## config.mk

```make
export PLATFORM = sky130hd
export DESIGN_NAME = text_line_folder_core
export DESIGN_NICKNAME = d
export VERILOG_FILES = /design/src/design/tlf_pkg.sv /design/src/design/text_line_folder_core.sv /design/src/design/tlf_ctrl.sv /design/src/design/tlf_datapath.sv
export SDC_FILE = /design/constraint.sdc
export NUM_CORES = 1
export LEC_CHECK = 0
export BUFFER_PORTS_ARGS = -buffer_cell sky130_fd_sc_hd__clkbuf_2
export CAP_MARGIN = 20
export CORE_MARGIN = 4
export CORE_UTILIZATION = 40
export DETAILED_ROUTE_END_ITERATION = 10
export PLACE_DENSITY = 0.56
export SYNTH_ARGS = -nofsm -noshare
export SYNTH_HDL_FRONTEND = slang
export SYNTH_HIERARCHICAL = 1
export SYNTH_SLANG_ARGS = --single-unit
```

## constraint.sdc

```tcl
create_clock -name clk_i -period 6.2 [get_ports clk_i]
set_input_delay 1.24 -clock clk_i [delete_from_list [all_inputs] [get_ports clk_i]]
set_output_delay 1.24 -clock clk_i [all_outputs]
set_load 0.05 [all_outputs]
```

## src/design/tlf_pkg.sv

```systemverilog
`timescale 1ns / 1ps
// ----------------------------------------------------------------------------
// Text line folder package
// Shared constants, codes and controller/datapath handshake types.
// ----------------------------------------------------------------------------
package tlf_pkg;

  // Character bytes with a meaning of their own.
  localparam int unsigned CHAR_W = 8;
  localparam logic [CHAR_W-1:0] CHAR_NL  = 8'd10;
  localparam logic [CHAR_W-1:0] CHAR_TAB = 8'd9;
  localparam logic [CHAR_W-1:0] CHAR_SP  = 8'd32;

  // Default geometry.
  localparam int unsigned DEF_MAX_WIDTH = 48;
  localparam int unsigned DEF_TAB_WIDTH = 8;

  // Configuration port and register layout.
  localparam int unsigned CFG_IDX_W  = 8;
  localparam int unsigned CFG_DATA_W = 8;
  localparam int unsigned FOLD_COL_W = 6;
  localparam logic [CFG_IDX_W-1:0]  REG_FOLD_COLUMN   = 8'd0;
  localparam logic [CFG_IDX_W-1:0]  REG_FOLD_AT_BLANK = 8'd1;
  localparam logic [FOLD_COL_W-1:0] FOLD_COL_RESET    = 6'd48;
  localparam logic                  FOLD_BLANK_RESET  = 1'b1;

  // Source of an emitted byte.
  typedef enum logic [1:0] {
    EMIT_NL,
    EMIT_WORD,
    EMIT_CHAR
  } emit_sel_e;

  // Output beats that one input item calls for, in emission order.
  typedef struct packed {
    logic pre_nl;    // newline ahead of the word (wrap fold)
    logic do_word;   // drain the word buffer
    logic post_nl;   // newline after the word (newline input or hard fold)
    logic do_char;   // the blank or tab itself
    logic app_late;  // append the character after the drain
  } tlf_plan_t;

  typedef struct packed {
    tlf_plan_t plan;
    logic      drain_last;  // current drain byte is the final one
    logic      out_free;    // output register can take a beat
  } tlf_sts_t;

  typedef struct packed {
    logic      latch;      // capture the input beat
    logic      decide;     // commit the plan and update line state
    logic      emit;       // load the output register
    emit_sel_e sel;
    logic      last;
    logic      app_write;  // late append of the held character
  } tlf_cmd_t;

endpackage

```

## src/design/text_line_folder_core.sv

```systemverilog
`timescale 1ns / 1ps
// ----------------------------------------------------------------------------
// Text line folder
// Word-wrapping line folder on a byte stream with a register write port.
// ----------------------------------------------------------------------------
// One character byte comes in per input beat (tlast marks end of input) and
// the folded text leaves one byte per output beat, with tlast on the final
// byte an input beat caused. The block works on one input beat at a time: it
// accepts the beat, then makes the fold decision; each inserted newline or
// blank is one output load, each buffered character drained from the word
// memory takes a registered read of the memory, then the output load, and a
// fold that drains a buffered word and also buffers the new character ends
// with a separate write of that character. Output back-pressure can stall
// each output load. The word memory needs no clearing pass, so the block
// takes input right after reset. Registers: index 0 is the fold column
// (clamped to 1 through MaxWidth), index 1 selects folding at the last blank;
// other indices are ignored.
module text_line_folder_core
  import tlf_pkg::*;
#(
  parameter int unsigned MaxWidth = DEF_MAX_WIDTH,
  parameter int unsigned TabWidth = DEF_TAB_WIDTH
) (
  input  logic                  clk_i,
  input  logic                  rst_ni,
  input  logic                  s_axis_tvalid,
  output logic                  s_axis_tready,
  input  logic [CHAR_W-1:0]     s_axis_tdata,   // [7:0] in_char
  input  logic                  s_axis_tlast,   // end_of_input
  output logic                  m_axis_tvalid,
  input  logic                  m_axis_tready,
  output logic [CHAR_W-1:0]     m_axis_tdata,   // [7:0] out_char
  output logic                  m_axis_tlast,   // last_in_run
  input  logic                  cfg_valid_i,
  output logic                  cfg_ready_o,
  input  logic [CFG_IDX_W-1:0]  cfg_index_i,
  input  logic [CFG_DATA_W-1:0] cfg_data_i
);

  tlf_cmd_t cmd;
  tlf_sts_t sts;

  // Register writes are always taken.
  assign cfg_ready_o = 1'b1;

  tlf_ctrl u_ctrl (
    .clk_i      (clk_i),
    .rst_ni     (rst_ni),
    .in_valid_i (s_axis_tvalid),
    .in_ready_o (s_axis_tready),
    .sts_i      (sts),
    .cmd_o      (cmd)
  );

  tlf_datapath #(
    .MaxWidth (MaxWidth),
    .TabWidth (TabWidth)
  ) u_datapath (
    .clk_i       (clk_i),
    .rst_ni      (rst_ni),
    .cfg_valid_i (cfg_valid_i),
    .cfg_index_i (cfg_index_i),
    .cfg_data_i  (cfg_data_i),
    .in_char_i   (s_axis_tdata),
    .in_eoi_i    (s_axis_tlast),
    .cmd_i       (cmd),
    .sts_o       (sts),
    .out_valid_o (m_axis_tvalid),
    .out_ready_i (m_axis_tready),
    .out_char_o  (m_axis_tdata),
    .out_last_o  (m_axis_tlast)
  );

endmodule

```

## src/design/tlf_ctrl.sv

```systemverilog
`timescale 1ns / 1ps
// ----------------------------------------------------------------------------
// Text line folder controller
// Sequences the output beats of one input item and drives the datapath.
// ----------------------------------------------------------------------------
module tlf_ctrl
  import tlf_pkg::*;
(
  input  logic     clk_i,
  input  logic     rst_ni,
  input  logic     in_valid_i,
  output logic     in_ready_o,
  input  tlf_sts_t sts_i,
  output tlf_cmd_t cmd_o
);

  typedef enum logic [2:0] {
    ST_IDLE,
    ST_DECIDE,
    ST_PRE_NL,
    ST_WORD_RD,
    ST_WORD_OUT,
    ST_POST_NL,
    ST_CHAR,
    ST_APPEND
  } state_e;

  state_e    state_q, state_d;
  tlf_plan_t plan_q, plan;
  state_e    after_pre, after_word, after_post, after_char;
  logic      last_pre, last_word, last_post;

  // The plan is fresh from the datapath in the decide cycle, held after that.
  assign plan = (state_q == ST_DECIDE) ? sts_i.plan : plan_q;

  // Phase chaining: each phase falls through to the next one that is needed.
  always_comb begin
    after_char = plan.app_late ? ST_APPEND : ST_IDLE;
    after_post = plan.do_char ? ST_CHAR : after_char;
    after_word = plan.post_nl ? ST_POST_NL : after_post;
    after_pre  = plan.do_word ? ST_WORD_RD : after_word;
    last_pre   = !plan.do_word && !plan.post_nl && !plan.do_char;
    last_word  = sts_i.drain_last && !plan.post_nl && !plan.do_char;
    last_post  = !plan.do_char;
  end

  // Next state and commands.
  always_comb begin
    state_d    = state_q;
    in_ready_o = 1'b0;
    cmd_o      = '0;
    cmd_o.sel  = EMIT_NL;
    case (state_q)
      ST_IDLE: begin
        in_ready_o = 1'b1;
        if (in_valid_i) begin
          cmd_o.latch = 1'b1;
          state_d     = ST_DECIDE;
        end
      end
      ST_DECIDE: begin
        cmd_o.decide = 1'b1;
        state_d      = plan.pre_nl ? ST_PRE_NL : after_pre;
      end
      ST_PRE_NL: begin
        if (sts_i.out_free) begin
          cmd_o.emit = 1'b1;
          cmd_o.sel  = EMIT_NL;
          cmd_o.last = last_pre;
          state_d    = after_pre;
        end
      end
      ST_WORD_RD: begin
        state_d = ST_WORD_OUT;
      end
      ST_WORD_OUT: begin
        if (sts_i.out_free) begin
          cmd_o.emit = 1'b1;
          cmd_o.sel  = EMIT_WORD;
          cmd_o.last = last_word;
          state_d    = sts_i.drain_last ? after_word : ST_WORD_RD;
        end
      end
      ST_POST_NL: begin
        if (sts_i.out_free) begin
          cmd_o.emit = 1'b1;
          cmd_o.sel  = EMIT_NL;
          cmd_o.last = last_post;
          state_d    = after_post;
        end
      end
      ST_CHAR: begin
        if (sts_i.out_free) begin
          cmd_o.emit = 1'b1;
          cmd_o.sel  = EMIT_CHAR;
          cmd_o.last = 1'b1;
          state_d    = after_char;
        end
      end
      ST_APPEND: begin
        cmd_o.app_write = 1'b1;
        state_d         = ST_IDLE;
      end
      default: begin
        state_d = ST_IDLE;
      end
    endcase
  end

  // State and held plan.
  always_ff @(posedge clk_i or negedge rst_ni) begin
    if (!rst_ni) begin
      state_q <= ST_IDLE;
      plan_q  <= '0;
    end else begin
      state_q <= state_d;
      if (state_q == ST_DECIDE) begin
        plan_q <= sts_i.plan;
      end
    end
  end

endmodule

```

## src/design/tlf_datapath.sv

```systemverilog
`timescale 1ns / 1ps
// ----------------------------------------------------------------------------
// Text line folder datapath
// Line state, fold decision, word memory and output register.
// ----------------------------------------------------------------------------
module tlf_datapath
  import tlf_pkg::*;
#(
  parameter int unsigned MaxWidth = DEF_MAX_WIDTH,
  parameter int unsigned TabWidth = DEF_TAB_WIDTH
) (
  input  logic                  clk_i,
  input  logic                  rst_ni,
  input  logic                  cfg_valid_i,
  input  logic [CFG_IDX_W-1:0]  cfg_index_i,
  input  logic [CFG_DATA_W-1:0] cfg_data_i,
  input  logic [CHAR_W-1:0]     in_char_i,
  input  logic                  in_eoi_i,
  input  tlf_cmd_t              cmd_i,
  output tlf_sts_t              sts_o,
  output logic                  out_valid_o,
  input  logic                  out_ready_i,
  output logic [CHAR_W-1:0]     out_char_o,
  output logic                  out_last_o
);

  localparam int unsigned ColW     = $clog2(MaxWidth + 1);
  localparam int unsigned CalcW    = $clog2(MaxWidth + TabWidth + 1);
  localparam int unsigned AddrW    = $clog2(MaxWidth);
  localparam int unsigned NumStops = MaxWidth / TabWidth + 1;

  // Column after one character: next tab stop or one step on.
  function automatic logic [CalcW-1:0] advance(input logic [ColW-1:0] col, input logic tab);
    logic [CalcW-1:0] r;
    r = CalcW'(col) + CalcW'(1);
    if (tab) begin
      for (int k = NumStops; k >= 1; k--) begin
        if (CalcW'(k * TabWidth) > CalcW'(col)) begin
          r = CalcW'(k * TabWidth);
        end
      end
    end
    return r;
  endfunction

  logic [FOLD_COL_W-1:0] fold_col_q;
  logic                  fold_blank_q;
  logic [CHAR_W-1:0]     char_q;
  logic                  eoi_q;
  logic [ColW-1:0]       column_q, word_len_q, drain_len_q, rd_idx_q;
  logic                  blank_q;
  logic [CHAR_W-1:0]     word_mem_q [MaxWidth];
  logic [CHAR_W-1:0]     rd_data_q;
  logic                  out_valid_q, out_last_q;
  logic [CHAR_W-1:0]     out_char_q;

  logic [ColW-1:0]   lim, col_next, base;
  logic [CalcW-1:0]  lim_x, nc0, adv_wl, adv_zero, nc;
  logic              is_tab, is_nl, is_blank, line_end;
  logic              fold, wrap, hard, append;
  tlf_plan_t         plan;
  logic              wr_en;
  logic [AddrW-1:0]  wr_addr;
  logic [CHAR_W-1:0] emit_char;

  // Configuration registers.
  always_ff @(posedge clk_i or negedge rst_ni) begin
    if (!rst_ni) begin
      fold_col_q   <= FOLD_COL_RESET;
      fold_blank_q <= FOLD_BLANK_RESET;
    end else if (cfg_valid_i) begin
      case (cfg_index_i)
        REG_FOLD_COLUMN:   fold_col_q   <= cfg_data_i[FOLD_COL_W-1:0];
        REG_FOLD_AT_BLANK: fold_blank_q <= cfg_data_i[0];
        default: ;
      endcase
    end
  end

  // Held input beat.
  always_ff @(posedge clk_i) begin
    if (cmd_i.latch) begin
      char_q <= in_char_i;
      eoi_q  <= in_eoi_i;
    end
  end

  // Effective limit, clamped to one through the buffer depth.
  always_comb begin
    if (fold_col_q > FOLD_COL_W'(MaxWidth)) begin
      lim = ColW'(MaxWidth);
    end else if (fold_col_q == '0) begin
      lim = ColW'(1);
    end else begin
      lim = ColW'(fold_col_q);
    end
    lim_x = CalcW'(lim);
  end

  // Fold decision for the held character.
  always_comb begin
    is_tab   = (char_q == CHAR_TAB);
    is_nl    = (char_q == CHAR_NL);
    is_blank = is_tab || (char_q == CHAR_SP);
    line_end = eoi_q || is_nl;
    nc0      = advance(column_q, is_tab);
    adv_wl   = advance(word_len_q, is_tab);
    adv_zero = advance('0, is_tab);
    fold     = !line_end && (column_q != '0) && (nc0 > lim_x);
    wrap     = fold && blank_q && fold_blank_q && (adv_wl <= lim_x);
    hard     = fold && !wrap;
    // A wrap restarts the line at the word, a hard fold at column zero.
    nc       = wrap ? adv_wl : (hard ? adv_zero : nc0);
    col_next = (nc > lim_x) ? lim : nc[ColW-1:0];
    base     = fold ? '0 : word_len_q;
    append   = !line_end && !is_blank && (base < ColW'(MaxWidth));

    plan.pre_nl   = wrap;
    plan.do_word  = (line_end || fold || is_blank) && (word_len_q != '0);
    plan.post_nl  = !eoi_q && (is_nl || hard);
    plan.do_char  = !line_end && is_blank;
    plan.app_late = append && plan.do_word;
  end

  assign sts_o.plan       = plan;
  assign sts_o.drain_last = ((rd_idx_q + ColW'(1)) == drain_len_q);
  assign sts_o.out_free   = !out_valid_q || out_ready_i;

  // Line state and drain counter.
  always_ff @(posedge clk_i or negedge rst_ni) begin
    if (!rst_ni) begin
      column_q    <= '0;
      word_len_q  <= '0;
      blank_q     <= 1'b0;
      drain_len_q <= '0;
      rd_idx_q    <= '0;
    end else if (cmd_i.decide) begin
      drain_len_q <= word_len_q;
      rd_idx_q    <= '0;
      if (line_end) begin
        column_q   <= '0;
        word_len_q <= '0;
        blank_q    <= 1'b0;
      end else begin
        column_q <= col_next;
        blank_q  <= is_blank || (blank_q && !fold);
        if (is_blank) begin
          word_len_q <= '0;
        end else if (append) begin
          word_len_q <= base + ColW'(1);
        end else begin
          word_len_q <= base;
        end
      end
    end else if (cmd_i.emit && (cmd_i.sel == EMIT_WORD)) begin
      rd_idx_q <= rd_idx_q + ColW'(1);
    end
  end

  // Word memory. A late append only follows a fold, so it lands at the head.
  assign wr_en   = (cmd_i.decide && append && !plan.do_word) || cmd_i.app_write;
  assign wr_addr = cmd_i.app_write ? '0 : base[AddrW-1:0];

  always_ff @(posedge clk_i) begin
    if (wr_en) begin
      word_mem_q[wr_addr] <= char_q;
    end
    rd_data_q <= word_mem_q[rd_idx_q[AddrW-1:0]];
  end

  // Output register.
  always_comb begin
    case (cmd_i.sel)
      EMIT_WORD: emit_char = rd_data_q;
      EMIT_CHAR: emit_char = char_q;
      default:   emit_char = CHAR_NL;
    endcase
  end

  always_ff @(posedge clk_i or negedge rst_ni) begin
    if (!rst_ni) begin
      out_valid_q <= 1'b0;
    end else if (cmd_i.emit) begin
      out_valid_q <= 1'b1;
    end else if (out_ready_i) begin
      out_valid_q <= 1'b0;
    end
  end

  always_ff @(posedge clk_i) begin
    if (cmd_i.emit) begin
      out_char_q <= emit_char;
      out_last_q <= cmd_i.last;
    end
  end

  assign out_valid_o = out_valid_q;
  assign out_char_o  = out_char_q;
  assign out_last_o  = out_last_q;

endmodule

```

==> results.md, run 1 <==
* Setup CP Type: reg2reg
* Hold path start: u_datapath/blank_q$_DFFE_PN0P_
* Die Area at about 0.051 mm²
* Core Footprint at approximately 0.047 mm²
* Hold crit path type: reg2reg
* Final instance area at ~0.021 mm²
* RSZ-0062 raised after global routing: no
* Detailed Route WL at between 40000 and 50000 µm
* Ys async rst share at just under 9%
* Vias in the first global route at ~10k
* Final critical-path share of the clock period at a little under nine tenths
* Slew @ Worst Pin at between 900 and 1000 ps
* Port buffer count at 38
* Leakage power at slightly below 7 nW
* Register-to-register setup slack at between 800 and 900 ps
* Synth unique cells at 79
* Worst path slowest cell: or4_1
* Global-route wire length before repair at between 60000 and 70000 µm
* Slew headroom at 35.37%
* Depth of the worst hold-timing path at 1
* Setup TNS at 0 ps
* Worst endpoint required time at 6660 ps
* Starting density of the core at slightly above 40%
* Met2 GRT Util at roughly 28%
* IO Pins at 42
* Total global routing overflow at 0
* Final Max Tran Viols at 0
* DP HPWL at roughly 27000 µm
* CTS tree: built
* DR vias at about 10k
* Clock buffers created by TritonCTS at 46
* Root Buffer: clkbuf_16
* Hold Slack at just over 500 ps
* Synth Net Count at roughly 1.1k
* Fin Clk Skew at around 20 ps
* Fmax achieved at 0.1878 GHz
* Post-synth EDFFs at about 400
* Reg-to-reg endpoint: u_datapath/column_q[3]$_DFFE_PN0P_
* Seq cells post-synth at 450
* Share of cells above drive strength 1 at between 20% and 30%
* CP Launch Type: register
* Status: completed
* 1st-pass router iterations at 5
* Maxcap violations at 0
* Ys flop type: edfxtp_1
* P per Cell Area at 361.3 mW/mm²
* Post-Syn Area at 0.01912 mm²
* Cts hold-fix bufs at 0
* Most common cell after layout, fill and taps aside: edfxtp_1
* CTS resizes at 0
* Clk_lat worst skew at approximately 580 ps
* Postcts setup bufs at 0
* Clock buffer depth at 3
* Sequential-to-total area share from yosys stat at approximately 69%
* CP peak stage delay at between 600 and 700 ps
* Area contributors post-synth: edfxtp_1 63%, mux4_2 14%, dfrtp_1 4.8%
* Drt wl/cell at 24.59 µm
* Area occupied by registers at around 0.013 mm²
* CP Cell Sequence: or4_1 -> or3_4 -> o21ai_1 -> a31oi_1 -> ha_1 -> and4_1 -> a32o_1 -> a31oi_2 -> and2_1 -> mux2i_1 -> inv_1 -> ha_1 -> nor2b_1 -> o21a_1 -> o21ai_0 -> a31oi_1 -> nor2_1 -> a221o_1
* Crit path DAT at approximately 5800 ps
* Largest net degree at the start of global routing at between 60 and 70
* CTS sink count at 450
* H-Tree Level Count at 2
* Clock-pin transition on the worst setup and hold timing paths at around 60 ps
* Area growth from synthesis to layout at 12.14%
* CP delay by family, top: simple AND/OR/NAND/NOR gates
* Worst reg2reg path startpoint: u_datapath/char_q[4]$_DFFE_PP_
* Yosys top cell by area: edfxtp_1
* Antenna diode count at 0
* Final Hold Vio Count at 0
* Worst VDD drop at 219.8 µV
* Reg2reg path depth at 18
* Hold endpoint: u_datapath/blank_q$_DFFE_PN0P_
* DRC viols at 0
* Syn_area_per_cell at 17.54 µm²
* Global route hottest layer: met2
* Fill count at between 4k and 5k
* Area occupied by multi-input gates at about 0.0055 mm²
* Initial DRC Count at 925
* Most frequent cells in the layout: 402 x edfxtp_1, 120 x mux4_2, 76 x nor2_1
* Max FO, Critical Path at 12
* Crit end category: register
* Die Y at ~230 µm
* GPL Wtd Cong at slightly above 0.8
* Final setup vio count at 0
* Synth warn at 6
* ANT nets after route at 0
* Die width at between 200 and 250 µm
* M3 GR Usage at under 10%
* Core Rows at between 70 and 80
* M1 GR Usage at roughly 25%
* Area share of the largest cell type after synthesis at 63.14%
* Post-layout min period at 5324 ps
* Count of mapped cells out of synthesis at 1090
* Critical path buffer and inverter count at 1
* DP Area at 0.02009 mm²
* Initial antenna violation count at 0
* Via density at between 5 and 6
* All-Layer GR Usage at 17.34%
* Layout Nets at about 1.2k
## stage by stage
| stage | power [mW] | utilization (%) | cells | worst slack [ps] |
|---|---|---|---|---|
| final | 7.746 | 45.76 | 1792 | 875.7 |
| after global placement | 5.270 | 42.88 | 1712 | 873.4 |
| after detailed placement | 5.292 | 42.88 | 1712 | 879.4 |
| after global routing | 8.124 | 45.76 | 1792 | 516.2 |
| after CTS | 7.840 | 45.76 | 1792 | 862.8 |
| after floorplan | 4.816 | - | 1090 | 943.6 |
## synth_stat cells, types with 6 or more instances
master,count
nand2b_1,10
nor2_1,76
nand3_1,11
clkbuf_1,25
nor2b_1,6
mux4_2,120
nand2_1,50
xnor2_1,6
nand4_1,13
ha_1,26
inv_1,25
edfxtp_1,402
xor2_1,6
nor4_1,6
a31oi_1,7
and3_1,7
a22oi_1,9
dfxtp_1,8
a21oi_1,19
o21ai_1,14
buf_2,19
dfrtp_1,37
mux2i_1,13
o21ai_0,27
buf_1,9
and2_1,7
nor3_1,20
mux2_2,15
## kinds of logic (layout without fill, tap and decap cells)
family                     count (synthesis)  in the layout  synth area share [%]
DFF                                      450            450                 69.23
and+or+nand+nor                          232            232                 6.080
muxes                                    148            148                 15.70
AOI/OAI and AO/OA                        134            134                 4.771
buffers and inverters                     87            182                 1.950
adders and majority gates                 26             26                 1.701
xor gates and xnor gates                  12             12                0.5497
other                                      1              1               0.01961
## flip-flops by register name, summed over array words and instances, names as in the netlist
name,count
u_datapath/rd_idx_q,6
u_datapath/rd_data_q,8
u_datapath/word_len_q,6
u_datapath/drain_len_q,6
u_datapath/fold_col_q,6
u_datapath/out_valid_o,1
u_datapath/out_last_o,1
u_datapath/blank_q,1
u_datapath/fold_blank_q,1
u_datapath/eoi_q,1
u_datapath/column_q,6
u_ctrl/state_q,3
u_datapath/char_q,8
u_datapath/word_mem_q,384
u_ctrl/plan_q,4
u_datapath/out_char_o,8
## metal layers
layer / vias to the layer above / wire [µm]
met5: - / 0
met4: 0 / 699
met3: 55 / 2136
met2: 254 / 21290
met1: 5416 / 19940
li1: 4513 / -
## worst max path at each step
| stage | start | endpoint | slack (ps) | cells past startpoint |
|---|---|---|---|---|
| CTS | u_datapath/char_q[4]$_DFFE_PP_ | u_datapath/column_q[1]$_DFFE_PN0P_ | 860 | 18 |
| finish | u_datapath/char_q[4]$_DFFE_PP_ | u_datapath/column_q[3]$_DFFE_PN0P_ | 880 | 18 |
| global route | u_datapath/char_q[4]$_DFFE_PP_ | u_datapath/column_q[1]$_DFFE_PN0P_ | 520 | 18 |
| detailed placement | u_datapath/char_q[4]$_DFFE_PP_ | u_datapath/column_q[1]$_DFFE_PN0P_ | 880 | 18 |
| global placement | u_datapath/char_q[4]$_DFFE_PP_ | u_datapath/column_q[1]$_DFFE_PN0P_ | 870 | 18 |
| floorplan | u_datapath/char_q[4]$_DFFE_PP_ | u_datapath/column_q[3]$_DFFE_PN0P_ | 940 | 21 |
## report_power, final
group / switching, mW / internal (mW)
logic: 0.919 / 0.561
registers: 0.177 / 3.55
clock network: 1.14 / 1.40
total: 2.23 / 5.51
## final cells by class
cell class / count / area share, %
timing repair buffer: 73 / 2.171
sequential: 450 / 61.78
multi-input combinational: 553 / 25.70
clock buffer: 63 / 5.766
clock inverter: 17 / 0.5310
inverter: 29 / 0.5077
tap: 607 / 3.542
Note: power is estimated with default switching activity, not from simulation.
==> run 2: changes to the inputs <==
--- a/config.mk
+++ b/config.mk
@@ -11,6 +11,7 @@
 export CORE_UTILIZATION = 40
 export DETAILED_ROUTE_END_ITERATION = 10
 export PLACE_DENSITY = 0.56
+export RECOVER_POWER = 100
 export SYNTH_ARGS = -nofsm -noshare
 export SYNTH_HDL_FRONTEND = slang
 export SYNTH_HIERARCHICAL = 1
==> run 2 against run 1 <==
  * Global-route usage is the same
  * Combinational power is essentially flat
  * Largest cell class unchanged
  * The run now ends with max-capacitance violations, max-slew violations left
  * Maximum frequency shrank 3.9%
  * Worst setup slack got worse by 210 ps
  * Power decreased by 0.20%
  * First-iteration DRC count decreased by 7.9%
==> results.md, run 2 (same netlist as run 1, synthesis figures left out) <==
* Status: finished with violations
* Violated checks: max-capacitance violations, max-slew violations
* Register-to-register setup slack at 660 ps
* Total global routing overflow at 0
* Core Footprint at 0.04685 mm²
* Die width at 226.6 µm
* Final instance area at roughly 0.021 mm²
* Starting density of the core at slightly above 40%
* Die Y at roughly 230 µm
* Slew @ Worst Pin at roughly 2400 ps
* Switching Power at approximately 2.2 mW
* Final critical-path share of the clock period at between 80% and 90%
* Initial antenna violation count at 0
* Leakage power at approximately 6.7 nW
* Crit end category: register
* Setup TNS at 0 ps
* H-Tree Level Count at 2
* Most frequent cells in the layout: 402 x edfxtp_1, 120 x mux4_2, 76 x nor2_1
* Worst endpoint required time at between 6000 and 7000 ps
* Clock buffers created by TritonCTS at 46
* Final setup vio count at 0
* ANT nets after route at 0
* Core Rows at 79
* DP Area at 0.02009 mm²
* Die Area at approximately 0.051 mm²
* Reg2reg path depth at 8
* DR vias at a little over 10k
* Cts hold-fix bufs at 0
* CTS tree: built
* Fin Clk Skew at between 15 and 20 ps
* Hold crit path type: reg2reg
* Initial DRC Count at about 850
* IO Pins at 42
* Worst reg2reg path startpoint: u_datapath/char_q[0]$_DFFE_PP_
* Maxcap violations at 4
* Largest register FFs at roughly 380
* Layout Nets at between 1k and 1.5k
* Drt wl/cell at 24.66 µm
* Depth of the worst hold-timing path at 1
* Pint at 5.504 mW
* All-Layer GR Usage at 17.34%
* Slew headroom at -61.02%
* DRC viols at 0
* Clock-pin transition on the worst setup and hold timing paths at around 60 ps
* CP Launch Type: register
* Share of cells above drive strength 1 at between 20% and 30%
* Final Max Tran Viols at 184
* Largest net degree at the start of global routing at 65
* CP Cell Sequence: clkbuf_1 -> and4bb_1 -> a21oi_2 -> nand2_1 -> nor2_1 -> nand4_1 -> nor2_1 -> clkbuf_1
* Antenna diode count at 0
* Worst path slowest cell: clkbuf_1
* Most common cell after layout, fill and taps aside: edfxtp_1
* DP HPWL at approximately 27000 µm
* Via density at between 5 and 6
* Clk pwr share at 32.8%
* Post-layout min period at ~5500 ps
* Setup CP Type: reg2reg
* Register share of total power at between 40% and 50%
* P per Cell Area at approximately 360 mW/mm²
* CP peak stage delay at 1680 ps
* Largest Register: u_datapath/word_mem_q
* Area growth from synthesis to layout at 11.47%
* Clock buffer depth at 3
* Max FO, Critical Path at just over 50
* Reg-to-reg endpoint: u_datapath/word_mem_q[10][1]$_DFFE_PP_
* Root Buffer: clkbuf_16
* RSZ-0062 raised after global routing: no
* Detailed Route WL at about 44000 µm
* Global-route wire length before repair at about 66000 µm
* Final Hold Vio Count at 0
* CTS sink count at 450
* Fmax achieved at about 0.18 GHz
* Worst VDD drop at 219.8 µV
* Port buffer count at 38
* Switching Share at 28.80%
* Crit path DAT at between 5000 and 6000 ps
* Vias in the first global route at between 10k and 15k
* Combinational group share of total power at between 10% and 20%
* Clk_lat worst skew at 580 ps
* GPL Wtd Cong at between 0.8 and 0.9
* 1st-pass router iterations at 5
* Hold endpoint: u_datapath/blank_q$_DFFE_PN0P_
* Postcts setup bufs at 0
* Hold path start: u_datapath/blank_q$_DFFE_PN0P_
* CTS resizes at 0
## run 2: critical path, delay by kind of cell, from the launching register on
kind | cells | cell delay [ps]
compound gates | 1 | 450
buf+inv | 2 | 2100
flops | 1 | 340
simple gates | 5 | 2280
## run 2: per-stage QoR
step,total power [mW],hold slack [ps],worst slack [ps],util (%),instances
final,7.730,514.6,661.9,45.49,1792
after global routing,8.114,522.8,293.9,45.49,1792
after CTS,7.840,515.5,862.8,45.76,1792
after detailed placement,5.292,496.7,879.4,42.88,1712
after global placement,5.270,489.9,873.4,42.88,1712
after floorplan,4.816,465.9,943.6,-,1090
## run 2: how the worst max path moves through the flow
stage | from | end | slack [ps] | depth (start not counted)
3_3_place_gp | u_datapath/char_q[4]$_DFFE_PP_ | u_datapath/column_q[1]$_DFFE_PN0P_ | 870 | 18
4_1_cts | u_datapath/char_q[4]$_DFFE_PP_ | u_datapath/column_q[1]$_DFFE_PN0P_ | 860 | 18
6_report | u_datapath/char_q[0]$_DFFE_PP_ | u_datapath/word_mem_q[10][1]$_DFFE_PP_ | 660 | 8
5_1_grt | u_datapath/char_q[0]$_DFFE_PP_ | u_datapath/column_q[1]$_DFFE_PN0P_ | 290 | 13
2_1_floorplan | u_datapath/char_q[4]$_DFFE_PP_ | u_datapath/column_q[3]$_DFFE_PN0P_ | 940 | 21
3_5_place_dp | u_datapath/char_q[4]$_DFFE_PP_ | u_datapath/column_q[1]$_DFFE_PN0P_ | 880 | 18
## run 2: final cells by class
cell class	count	area (µm²)
timing repair buffer	73	355.3
inverter	29	108.9
clock buffer	63	1236
tap	607	759.5
clock inverter	17	113.9
fill	4103	25540
sequential	450	13240
multi-input combinational	553	5495
## run 2: power groups by stage
stage | Combinational (mW) | Sequential [mW] | Clock (mW)
floorplan | 0.985 | 3.83 | 0
global placement | 1.48 | 3.79 | 0
detailed placement | 1.50 | 3.79 | 0
CTS | 1.50 | 3.73 | 2.61
global route | 1.60 | 3.75 | 2.76
finish | 1.47 | 3.73 | 2.54
## run 2: layer usage
metal / GRT usage (%) / share of wire (%) / vias to the layer above
li1: - / - / 4520
met1: 25.39 / 45 / 5366
met2: 27.63 / 48 / 229
met3: 3.107 / 4.8 / 53
met4: 3.614 / 1.6 / 0
met5: 0 / 0 / -
